## config.mk

```make
export PLATFORM = sky130hd
export DESIGN_NAME = dirty_rect_tracker
export DESIGN_NICKNAME = d
export VERILOG_FILES = /design/src/rtl/drt_pkg.sv /design/src/rtl/drt_cell.sv /design/src/rtl/dirty_rect_tracker.sv
export SDC_FILE = /design/constraint.sdc
export NUM_CORES = 2
export LEC_CHECK = 0
export BUFFER_PORTS_ARGS = -buffer_cell sky130_fd_sc_hd__buf_4
export CAP_MARGIN = 20
export CORE_AREA = 8 8 383 385
export CTS_CLUSTER_DIAMETER = 40
export DETAILED_ROUTE_END_ITERATION = 12
export DIE_AREA = 0 0 391 393
export PLACE_DENSITY = 0.73
export SYNTH_ARGS = -nofsm -noshare
export SYNTH_HDL_FRONTEND = slang
export SYNTH_SLANG_ARGS = --single-unit
```

## constraint.sdc

```tcl
create_clock -name clk_i -period 11.9 [get_ports clk_i]
set_input_delay 0.595 -clock clk_i [delete_from_list [all_inputs] [get_ports clk_i]]
set_output_delay 0.595 -clock clk_i [all_outputs]
set_load 0.02 [all_outputs]
```

## src/rtl/drt_pkg.sv

```systemverilog
// Shared types and constants of the dirty rectangle tracker.
`timescale 1ns / 1ps
package drt_pkg;

  // Request codes on func
  localparam logic [1:0] FUNC_MARK    = 2'd0;
  localparam logic [1:0] FUNC_CONSUME = 2'd1;
  localparam logic [1:0] FUNC_DISCARD = 2'd2;

  // Register indexes (word address)
  localparam logic REG_SCREEN_W = 1'b0;
  localparam logic REG_SCREEN_H = 1'b1;

  localparam logic [9:0] SCREEN_W_RST = 10'd135;
  localparam logic [9:0] SCREEN_H_RST = 10'd240;

  // Most results a single consume returns
  localparam int unsigned RESULT_LIMIT = 8;

  typedef struct packed {
    logic [9:0] x;
    logic [9:0] y;
    logic [9:0] w;
    logic [9:0] h;
  } rect_t;

  // Commands from the sequencer to every cell
  typedef struct packed {
    logic shift;  // take the neighbor's entry (consume drain)
    logic load;   // head cell only: store the rectangle bus as is
  } cell_ctl_t;

  // Per-cell search outcome in the current cycle
  typedef struct packed {
    logic done;   // token stopped here (merged or appended)
    logic app;    // token stopped here by appending
  } cell_sts_t;

endpackage

```

## src/rtl/drt_cell.sv

```systemverilog
// One list slot: holds an entry, tests the passing search token against it.
`timescale 1ns / 1ps
module drt_cell #(
  parameter int CNT_W = 4,
  parameter int IDX   = 0
) (
  input  logic               clk_i,
  input  logic               rst_ni,
  input  drt_pkg::cell_ctl_t ctl_i,
  input  drt_pkg::rect_t     rect_i,
  input  logic [9:0]         scr_w_i,
  input  logic [9:0]         scr_h_i,
  input  logic [CNT_W-1:0]   cnt_i,
  input  drt_pkg::rect_t     nxt_i,
  input  logic               tok_i,
  output logic               tok_o,
  output drt_pkg::rect_t     ent_o,
  output drt_pkg::cell_sts_t sts_o
);
  import drt_pkg::*;

  rect_t ent_q, ent_d;
  logic  tok_q, tok_d;
  logic  below, at, ovl;
  rect_t merged;

  // Touching counts as overlap.
  function automatic logic axis_ovl(logic [9:0] p, logic [9:0] l,
                                    logic [9:0] dp, logic [9:0] dl);
    logic [10:0] e, de;
    e  = {1'b0, p} + {1'b0, l};
    de = {1'b0, dp} + {1'b0, dl};
    return !((e < {1'b0, dp}) || (de < {1'b0, p}));
  endfunction

  // Bounding span, clipped to the screen edge, floored at zero length.
  function automatic logic [19:0] axis_merge(logic [9:0] p, logic [9:0] l,
                                             logic [9:0] dp, logic [9:0] dl,
                                             logic [9:0] lim);
    logic [10:0] e, de, far;
    logic [9:0]  near, len;
    e    = {1'b0, p} + {1'b0, l};
    de   = {1'b0, dp} + {1'b0, dl};
    near = (p < dp) ? p : dp;
    far  = (e > de) ? e : de;
    if (far > {1'b0, lim}) begin
      len = (near >= lim) ? 10'd0 : lim - near;
    end else begin
      len = 10'(far - {1'b0, near});
    end
    return {near, len};
  endfunction

  assign below = cnt_i > CNT_W'(IDX);
  assign at    = cnt_i == CNT_W'(IDX);
  assign ovl   = axis_ovl(rect_i.x, rect_i.w, ent_q.x, ent_q.w) &&
                 axis_ovl(rect_i.y, rect_i.h, ent_q.y, ent_q.h);

  always_comb begin
    {merged.x, merged.w} = axis_merge(rect_i.x, rect_i.w, ent_q.x, ent_q.w, scr_w_i);
    {merged.y, merged.h} = axis_merge(rect_i.y, rect_i.h, ent_q.y, ent_q.h, scr_h_i);
  end

  always_comb begin
    ent_d = ent_q;
    if (ctl_i.shift) begin
      ent_d = nxt_i;
    end else if (ctl_i.load && (IDX == 0)) begin
      ent_d = rect_i;
    end else if (tok_i && below && ovl) begin
      ent_d = merged;
    end else if (tok_i && at) begin
      ent_d = rect_i;
    end
  end

  assign tok_d      = tok_i && below && !ovl;
  assign sts_o.done = tok_i && ((below && ovl) || at);
  assign sts_o.app  = tok_i && at;

  always_ff @(posedge clk_i) begin
    ent_q <= ent_d;
  end

  always_ff @(posedge clk_i or negedge rst_ni) begin
    if (!rst_ni) begin
      tok_q <= 1'b0;
    end else begin
      tok_q <= tok_d;
    end
  end

  assign tok_o = tok_q;
  assign ent_o = ent_q;

endmodule

```

## src/rtl/dirty_rect_tracker.sv

```systemverilog
// Top level of the dirty rectangle tracker: sequencer, clip, cell row, output register.
//
// Usage:
//   Input channel (in_valid_i / in_stall_o) carries one request per transfer:
//   mark (func 0) a rectangle dirty, consume (func 1) the list, discard (func 2).
//   Output channel (out_valid_o / out_stall_i) carries the consume results.
//   APB port: screen_width at 0x0, screen_height at 0x4, 10 bits, no wait states.
// Timing:
//   A mark is clipped on transfer; a search token then walks the cell row one
//   cell per cycle while the input is held, stopping at the first overlapping
//   entry or the first free slot; a full list collapses to one full-screen entry.
//   Discard, unknown codes and marks that clip to nothing do not hold the input.
//   A consume drains the row toward the head cell, one result per output
//   transfer: n results (at most 8), the first loaded into the output register
//   once the request has put the sequencer into its emit state.
//   A stalled output holds its result; the drain waits for it.
// Reset: list empty, screen 135 x 240. Stored entries need no clearing.
`timescale 1ns / 1ps
module dirty_rect_tracker #(
  parameter int DIRTY_CAPACITY = 8
) (
  input  logic               clk_i,
  input  logic               rst_ni,
  // request channel
  input  logic               in_valid_i,
  output logic               in_stall_o,
  input  logic [1:0]         func_i,
  input  logic signed [15:0] rect_x_i,
  input  logic signed [15:0] rect_y_i,
  input  logic signed [15:0] rect_w_i,
  input  logic signed [15:0] rect_h_i,
  input  logic [7:0]         max_items_i,
  // result channel
  output logic               out_valid_o,
  input  logic               out_stall_i,
  output logic [9:0]         out_x_o,
  output logic [9:0]         out_y_o,
  output logic [9:0]         out_w_o,
  output logic [9:0]         out_h_o,
  output logic [2:0]         entry_index_o,
  output logic               none_returned_o,
  output logic               last_o,
  // configuration
  input  logic               psel,
  input  logic               penable,
  input  logic               pwrite,
  input  logic [2:0]         paddr,
  input  logic [31:0]        pwdata,
  output logic [31:0]        prdata,
  output logic               pready
);
  import drt_pkg::*;

  localparam int CNT_W = $clog2(DIRTY_CAPACITY + 1);

  localparam logic [1:0] ST_IDLE   = 2'd0;
  localparam logic [1:0] ST_SEARCH = 2'd1;
  localparam logic [1:0] ST_EMIT   = 2'd2;

  typedef struct packed {
    logic       ok;
    logic [9:0] pos;
    logic [9:0] len;
  } axis_t;

  // Clip one axis of the incoming rectangle, wide enough for any 16-bit input.
  function automatic axis_t clip_axis(logic signed [15:0] p, logic signed [15:0] l,
                                      logic [9:0] lim);
    logic signed [17:0] pe, le, p1, l1, s, l2, lim18;
    axis_t r;
    pe    = $signed({{2{p[15]}}, p});
    le    = $signed({{2{l[15]}}, l});
    lim18 = $signed({8'd0, lim});
    p1    = p[15] ? 18'sd0 : pe;
    l1    = p[15] ? pe + le : le;
    s     = p1 + l1;
    l2    = (s > lim18) ? lim18 - p1 : l1;
    r.ok  = l2 > 18'sd0;
    r.pos = p1[9:0];
    r.len = l2[9:0];
    return r;
  endfunction

  logic [1:0]       state_q, state_d;
  logic [CNT_W-1:0] cnt_q, cnt_d;
  logic [9:0]       scr_w_q, scr_h_q;
  rect_t            rect_q;
  logic             start_q, start_d;
  logic [3:0]       n_q, k_q;
  logic             none_q;

  logic             acc, out_free, load_out, collapse, done_any, app_any;
  logic             cfg_wr;
  axis_t            ax_x, ax_y;
  logic [7:0]       cnt8, m1, m2;
  rect_t            rect_bus, full_rect;
  cell_ctl_t        ctl;

  logic             out_valid_q;
  rect_t            out_q;
  logic [2:0]       out_idx_q;
  logic             out_none_q, out_last_q;

  logic  [DIRTY_CAPACITY:0]   tok;
  rect_t [DIRTY_CAPACITY-1:0] ent;
  cell_sts_t [DIRTY_CAPACITY-1:0] sts;
  logic  [DIRTY_CAPACITY-1:0] done_v, app_v;

  // ---------------- configuration ----------------
  assign pready = 1'b1;
  assign cfg_wr = psel && penable && pwrite && pready;

  always_ff @(posedge clk_i or negedge rst_ni) begin
    if (!rst_ni) begin
      scr_w_q <= SCREEN_W_RST;
      scr_h_q <= SCREEN_H_RST;
    end else if (cfg_wr) begin
      if (paddr[2] == REG_SCREEN_W) begin
        scr_w_q <= pwdata[9:0];
      end else begin
        scr_h_q <= pwdata[9:0];
      end
    end
  end

  assign prdata = {22'd0, (paddr[2] == REG_SCREEN_H) ? scr_h_q : scr_w_q};

  // ---------------- request decode ----------------
  assign in_stall_o = (state_q != ST_IDLE);
  assign acc        = in_valid_i && !in_stall_o;

  assign ax_x = clip_axis(rect_x_i, rect_w_i, scr_w_q);
  assign ax_y = clip_axis(rect_y_i, rect_h_i, scr_h_q);

  // Consume run length: min(count, max_items, result limit)
  assign cnt8 = 8'(cnt_q);
  assign m1   = (cnt8 < max_items_i) ? cnt8 : max_items_i;
  assign m2   = (m1 > 8'(RESULT_LIMIT)) ? 8'(RESULT_LIMIT) : m1;

  // ---------------- cell row ----------------
  // The token enters the head cell in the cycle after the mark transfer and moves
  // one cell per cycle. A token leaving the tail means the list was full.
  assign tok[0]   = start_q;
  assign collapse = (state_q == ST_SEARCH) && tok[DIRTY_CAPACITY];

  assign full_rect = '{x: 10'd0, y: 10'd0, w: scr_w_q, h: scr_h_q};
  assign rect_bus  = collapse ? full_rect : rect_q;

  assign out_free = !out_valid_q || !out_stall_i;
  assign load_out = (state_q == ST_EMIT) && out_free;

  assign ctl.shift = load_out && !none_q;
  assign ctl.load  = collapse;

  for (genvar i = 0; i < DIRTY_CAPACITY; i++) begin : g_cell
    drt_cell #(
      .CNT_W (CNT_W),
      .IDX   (i)
    ) u_cell (
      .clk_i   (clk_i),
      .rst_ni  (rst_ni),
      .ctl_i   (ctl),
      .rect_i  (rect_bus),
      .scr_w_i (scr_w_q),
      .scr_h_i (scr_h_q),
      .cnt_i   (cnt_q),
      .nxt_i   ((i == DIRTY_CAPACITY - 1) ? ent[i] : ent[(i + 1) % DIRTY_CAPACITY]),
      .tok_i   (tok[i]),
      .tok_o   (tok[i+1]),
      .ent_o   (ent[i]),
      .sts_o   (sts[i])
    );
    assign done_v[i] = sts[i].done;
    assign app_v[i]  = sts[i].app;
  end

  assign done_any = |done_v;
  assign app_any  = |app_v;

  // ---------------- sequencer ----------------
  always_comb begin
    state_d = state_q;
    cnt_d   = cnt_q;
    start_d = 1'b0;
    case (state_q)
      ST_IDLE: begin
        if (acc) begin
          case (func_i)
            FUNC_MARK: begin
              if (ax_x.ok && ax_y.ok) begin
                start_d = 1'b1;
                state_d = ST_SEARCH;
              end
            end
            FUNC_CONSUME: state_d = ST_EMIT;
            FUNC_DISCARD: cnt_d = '0;
            default: ;
          endcase
        end
      end
      ST_SEARCH: begin
        if (done_any) begin
          if (app_any) begin
            cnt_d = cnt_q + CNT_W'(1);
          end
          state_d = ST_IDLE;
        end else if (collapse) begin
          cnt_d   = CNT_W'(1);
          state_d = ST_IDLE;
        end
      end
      ST_EMIT: begin
        if (load_out) begin
          if (none_q) begin
            state_d = ST_IDLE;
          end else if (4'(k_q + 4'd1) == n_q) begin
            cnt_d   = '0;
            state_d = ST_IDLE;
          end
        end
      end
      default: state_d = ST_IDLE;
    endcase
  end

  always_ff @(posedge clk_i or negedge rst_ni) begin
    if (!rst_ni) begin
      state_q <= ST_IDLE;
      cnt_q   <= '0;
      start_q <= 1'b0;
      k_q     <= '0;
    end else begin
      state_q <= state_d;
      cnt_q   <= cnt_d;
      start_q <= start_d;
      if (acc) begin
        k_q <= '0;
      end else if (load_out) begin
        k_q <= k_q + 4'd1;
      end
    end
  end

  // Request payload, held for the search or the drain
  always_ff @(posedge clk_i) begin
    if (acc) begin
      rect_q <= '{x: ax_x.pos, y: ax_y.pos, w: ax_x.len, h: ax_y.len};
      n_q    <= m2[3:0];
      none_q <= (cnt_q == '0) || (max_items_i == 8'd0);
    end
  end

  // ---------------- output register ----------------
  always_ff @(posedge clk_i or negedge rst_ni) begin
    if (!rst_ni) begin
      out_valid_q <= 1'b0;
    end else if (load_out) begin
      out_valid_q <= 1'b1;
    end else if (!out_stall_i) begin
      out_valid_q <= 1'b0;
    end
  end

  always_ff @(posedge clk_i) begin
    if (load_out) begin
      out_q      <= none_q ? '0 : ent[0];
      out_idx_q  <= none_q ? 3'd0 : k_q[2:0];
      out_none_q <= none_q;
      out_last_q <= none_q || (4'(k_q + 4'd1) == n_q);
    end
  end

  assign out_valid_o     = out_valid_q;
  assign out_x_o         = out_q.x;
  assign out_y_o         = out_q.y;
  assign out_w_o         = out_q.w;
  assign out_h_o         = out_q.h;
  assign entry_index_o   = out_idx_q;
  assign none_returned_o = out_none_q;
  assign last_o          = out_last_q;

endmodule

```

==> impl_metrics.yaml <==
run_status:
  status: "finished clean"
logic_synthesis:
  ys_seq_elements: 450
  synth_top_cell_by_area: "ha_1"
  synth_cell_type_count: 113
  netlist_instances: 8290
  synth_commonest_cells: "ha_1 (1362), nand2_1 (781), o21ai_0 (778)"
  synthSimpleGateAreaFrac: 0.1542
  synth_seq_area_share: 0.1953
  synth_top_family_by_area: "adder cells"
  yosys-top-cells-area: "ha_1 (25%), edfxtp_1 (18%), o21ai_0 (5.7%)"
  synth_compound_area_frac: 0.2485
  syn_area_per_cell_um2: 8.227
  synth_edf_count: 410
  synth-async-reset-ratio: 0.08889
  synthFlopType: "edfxtp_1"
  synth.top_cell.area_share: 0.2499
  synth_xor_area_frac: 0.05274
  synth_mux_area_frac: 0.03240
  syn_area_um2: 68200
  synthAdderAreaFrac: 0.2663
  ys_warn_count: 0
  synth_most_common_cell: "ha_1"
floorplan:
  initial_core_util: 0.4852
  ios: 196
  dieHeight_um: 393
  dieArea_um2: 153700
  num_rows: 138
  dieWidth_um: 391
  design.core.area_um2: 140600
critical_path:
  cp-start-kind: "register"
  r2r_cells: 31
  crit_buf_inv: 4
  end_kind: "register"
  critPathKind: "register to register"
  cp.required_ns: 12.37
  cp.depth: 31
  slowest_delay_ns: 0.75
  path_delay_family: "compound AO/OA/AOI/OAI gates"
  worst-path-max-fanout: 17
  crit_arrival_ns: 10.43
  slowest_stage: "nand3b_1"
sta:
  hold_violations: 0
  finalCritPeriodShare: 0.8367
  whs_ns: 0.1461
  min_period_ns: 9.957
  tightest_slew_ns: 1.231
  rsz0062_at_grt: "false"
  relSlewSlack: 0.1782
  maxSlewViolCount: 0
  finalSetupViolCount: 0
  finalSetupTns_ns: 0
  fmax_ghz: 0.1004
  finClkSkew_ns: 0.05669
final_layout:
  multi_input_area_um2: 51720
  syn_to_final_growth_pct: 10.78
  nFillCells: 13000
  drive_gt1_frac: 0.07890
  seq_area_um2: 13320
  final_net_count: 10010
  postLayoutCoreUtil: 0.5375
drt:
  dr_total_vias: 68460
  post_drt_via_cell_ratio: 6.547
  routed_wl_mm: 279.3
  drt_iter0_drc: 8665
  drtPass1Iterations: 8
  routedWlPerCell_um: 26.72
  drc_errors: 0
  antenna_left: 0
clock_tree:
  clock_latency_ns: 0.74
  cts_setup_buffers: 0
  htreeDepth: 3
  clkSinkCount: 450
  clk_pin_slew_worst_paths_ns: 0.06
  clock-root-buffer: "clkbuf_16"
  cts_buffers: 92
  cts_buffer_depth: 3
  cts_tree: "done"
job:
  maxCapViolations: 0
power_and_ir_drop:
  p_leak_nw: 34.72
  irDropWorstVdd_mv: 0.1531
  power_density_nw_per_um2: 293.2
place:
  hpwl_mm: 206.9
  place_congestion: 1.008
  port_buffers: 148
global_route:
  grt_overflow: 0
  grt_pass1_wl_mm: 405.0
  antenna_found_initial: 12
  grt_max_degree: 168
  grtUsageTotal: 0.3464
  grt_pass1_vias: 65330
worst_hold_path:
  whs_path_depth: 2
  hold_path.class: "input pin to register"
layout make-up:
cell class | instances | share of cell area
repair buffers | 347 | 0.03534
clock inverters | 73 | 0.01017
well taps | 1890 | 0.03130
clock buffers | 101 | 0.03218
inverters | 597 | 0.02969
diodes | 11 | 0.0003643
multi-input cells | 6987 | 0.6846
flip-flops and latches | 450 | 0.1763
path summary, 6_finish.rpt:
check                                             from                                   end  slack (ns)
worst min-delay path                         pwdata[2]                scr_h_q[2]$_DFFE_PN0P_        0.15
min in group asynchronous                       rst_ni                    k_q[2]$_DFFE_PN0P_        0.42
worst max register to register  state_q[1]$_DFFE_PN0P_  g_cell[0].u_cell.ent_o[16]$_DFFE_PP_        1.94
max in group asynchronous                       rst_ni      g_cell[0].u_cell.tok_o$_DFF_PN0_       11.06
worst min register to register      k_q[3]$_DFFE_PN0P_                    k_q[3]$_DFFE_PN0P_        0.56
worst max-delay path            state_q[1]$_DFFE_PN0P_  g_cell[0].u_cell.ent_o[16]$_DFFE_PP_        1.94
power by group:
part / internal (mW) / leakage, nW / switching (mW) / total [mW]
clock network: 1.68 / 1.54 / 1.05 / 2.73
registers: 1.99 / 4.26 / 0.131 / 2.12
logic: 6.83 / 28.9 / 10.5 / 17.3
total: 10.5 / 34.7 / 11.7 / 22.2
routing by layer:
metal | track usage | routed length [um] | part of all wire
met5 | 0 | 111 | 0.00040
met1 | 0.4538 | 107300 | 0.38
met3 | 0.1013 | 39810 | 0.14
met2 | 0.4951 | 111000 | 0.40
met4 | 0.2234 | 21140 | 0.076
metrics by stage:
step	instance area [um2]	instances	power, mW	setup slack, ns
detailed placement	72310	10270	18.77	2.336
global route	75520	10450	23.71	1.631
finish	75550	10460	22.15	1.943
global placement	72290	10270	18.29	2.440
floorplan	68280	8311	13.98	3.462
CTS	75520	10440	21.61	2.291
cell families after synthesis:
kind of cell               after synthesis
xor gates and xnor gates               409
buffers and inverters                  874
other                                    2
DFF                                    450
and+or+nand+nor                       2230
adders and majority gates             1418
muxes                                  213
AOI/OAI and AO/OA                     2694
state kept, by name, indices dropped and copies added (netlist names):
signal,flops
cnt_q,4
rect_q,40
scr_w_q,10
g_cell.u_cell.tok_o,8
out_h_o,10
out_w_o,10
scr_h_q,10
none_q,1
out_valid_o,1
none_returned_o,1
entry_index_o,3
last_o,1
out_y_o,10
g_cell.u_cell.ent_o,320
n_q,4
k_q,4
start_q,1
out_x_o,10
state_q,2
cells in the final DEF (no fill, tap or decap), types with 250 or more instances in the layout:
master and count:
a21oi_1 689, xnor2_1 250, nand2_1 780, o21ai_0 776
edfxtp_1 410, nor2_1 535, a21o_1 293, buf_4 341
inv_1 591, ha_1 1362
worst reg2reg max path: cells and delay by family (launching register included):
family	cells	cell delay (ns)
AND/OR/NAND/NOR	8	2.35
flip-flops	1	0.50
adder cells (fa/ha/maj)	3	1.15
AO/OA/AOI/OAI	15	3.77
XOR/XNOR	1	0.31
buffers and inverters	4	1.62
repair_timing:
| action | in CTS | in global routing |
|---|---|---|
| resized for setup | 0 | 0 |
| hold buffers | 1 | 0 |
| hold endpoints to repair | 32 | 0 |
(Power assumes the default switching activity.)
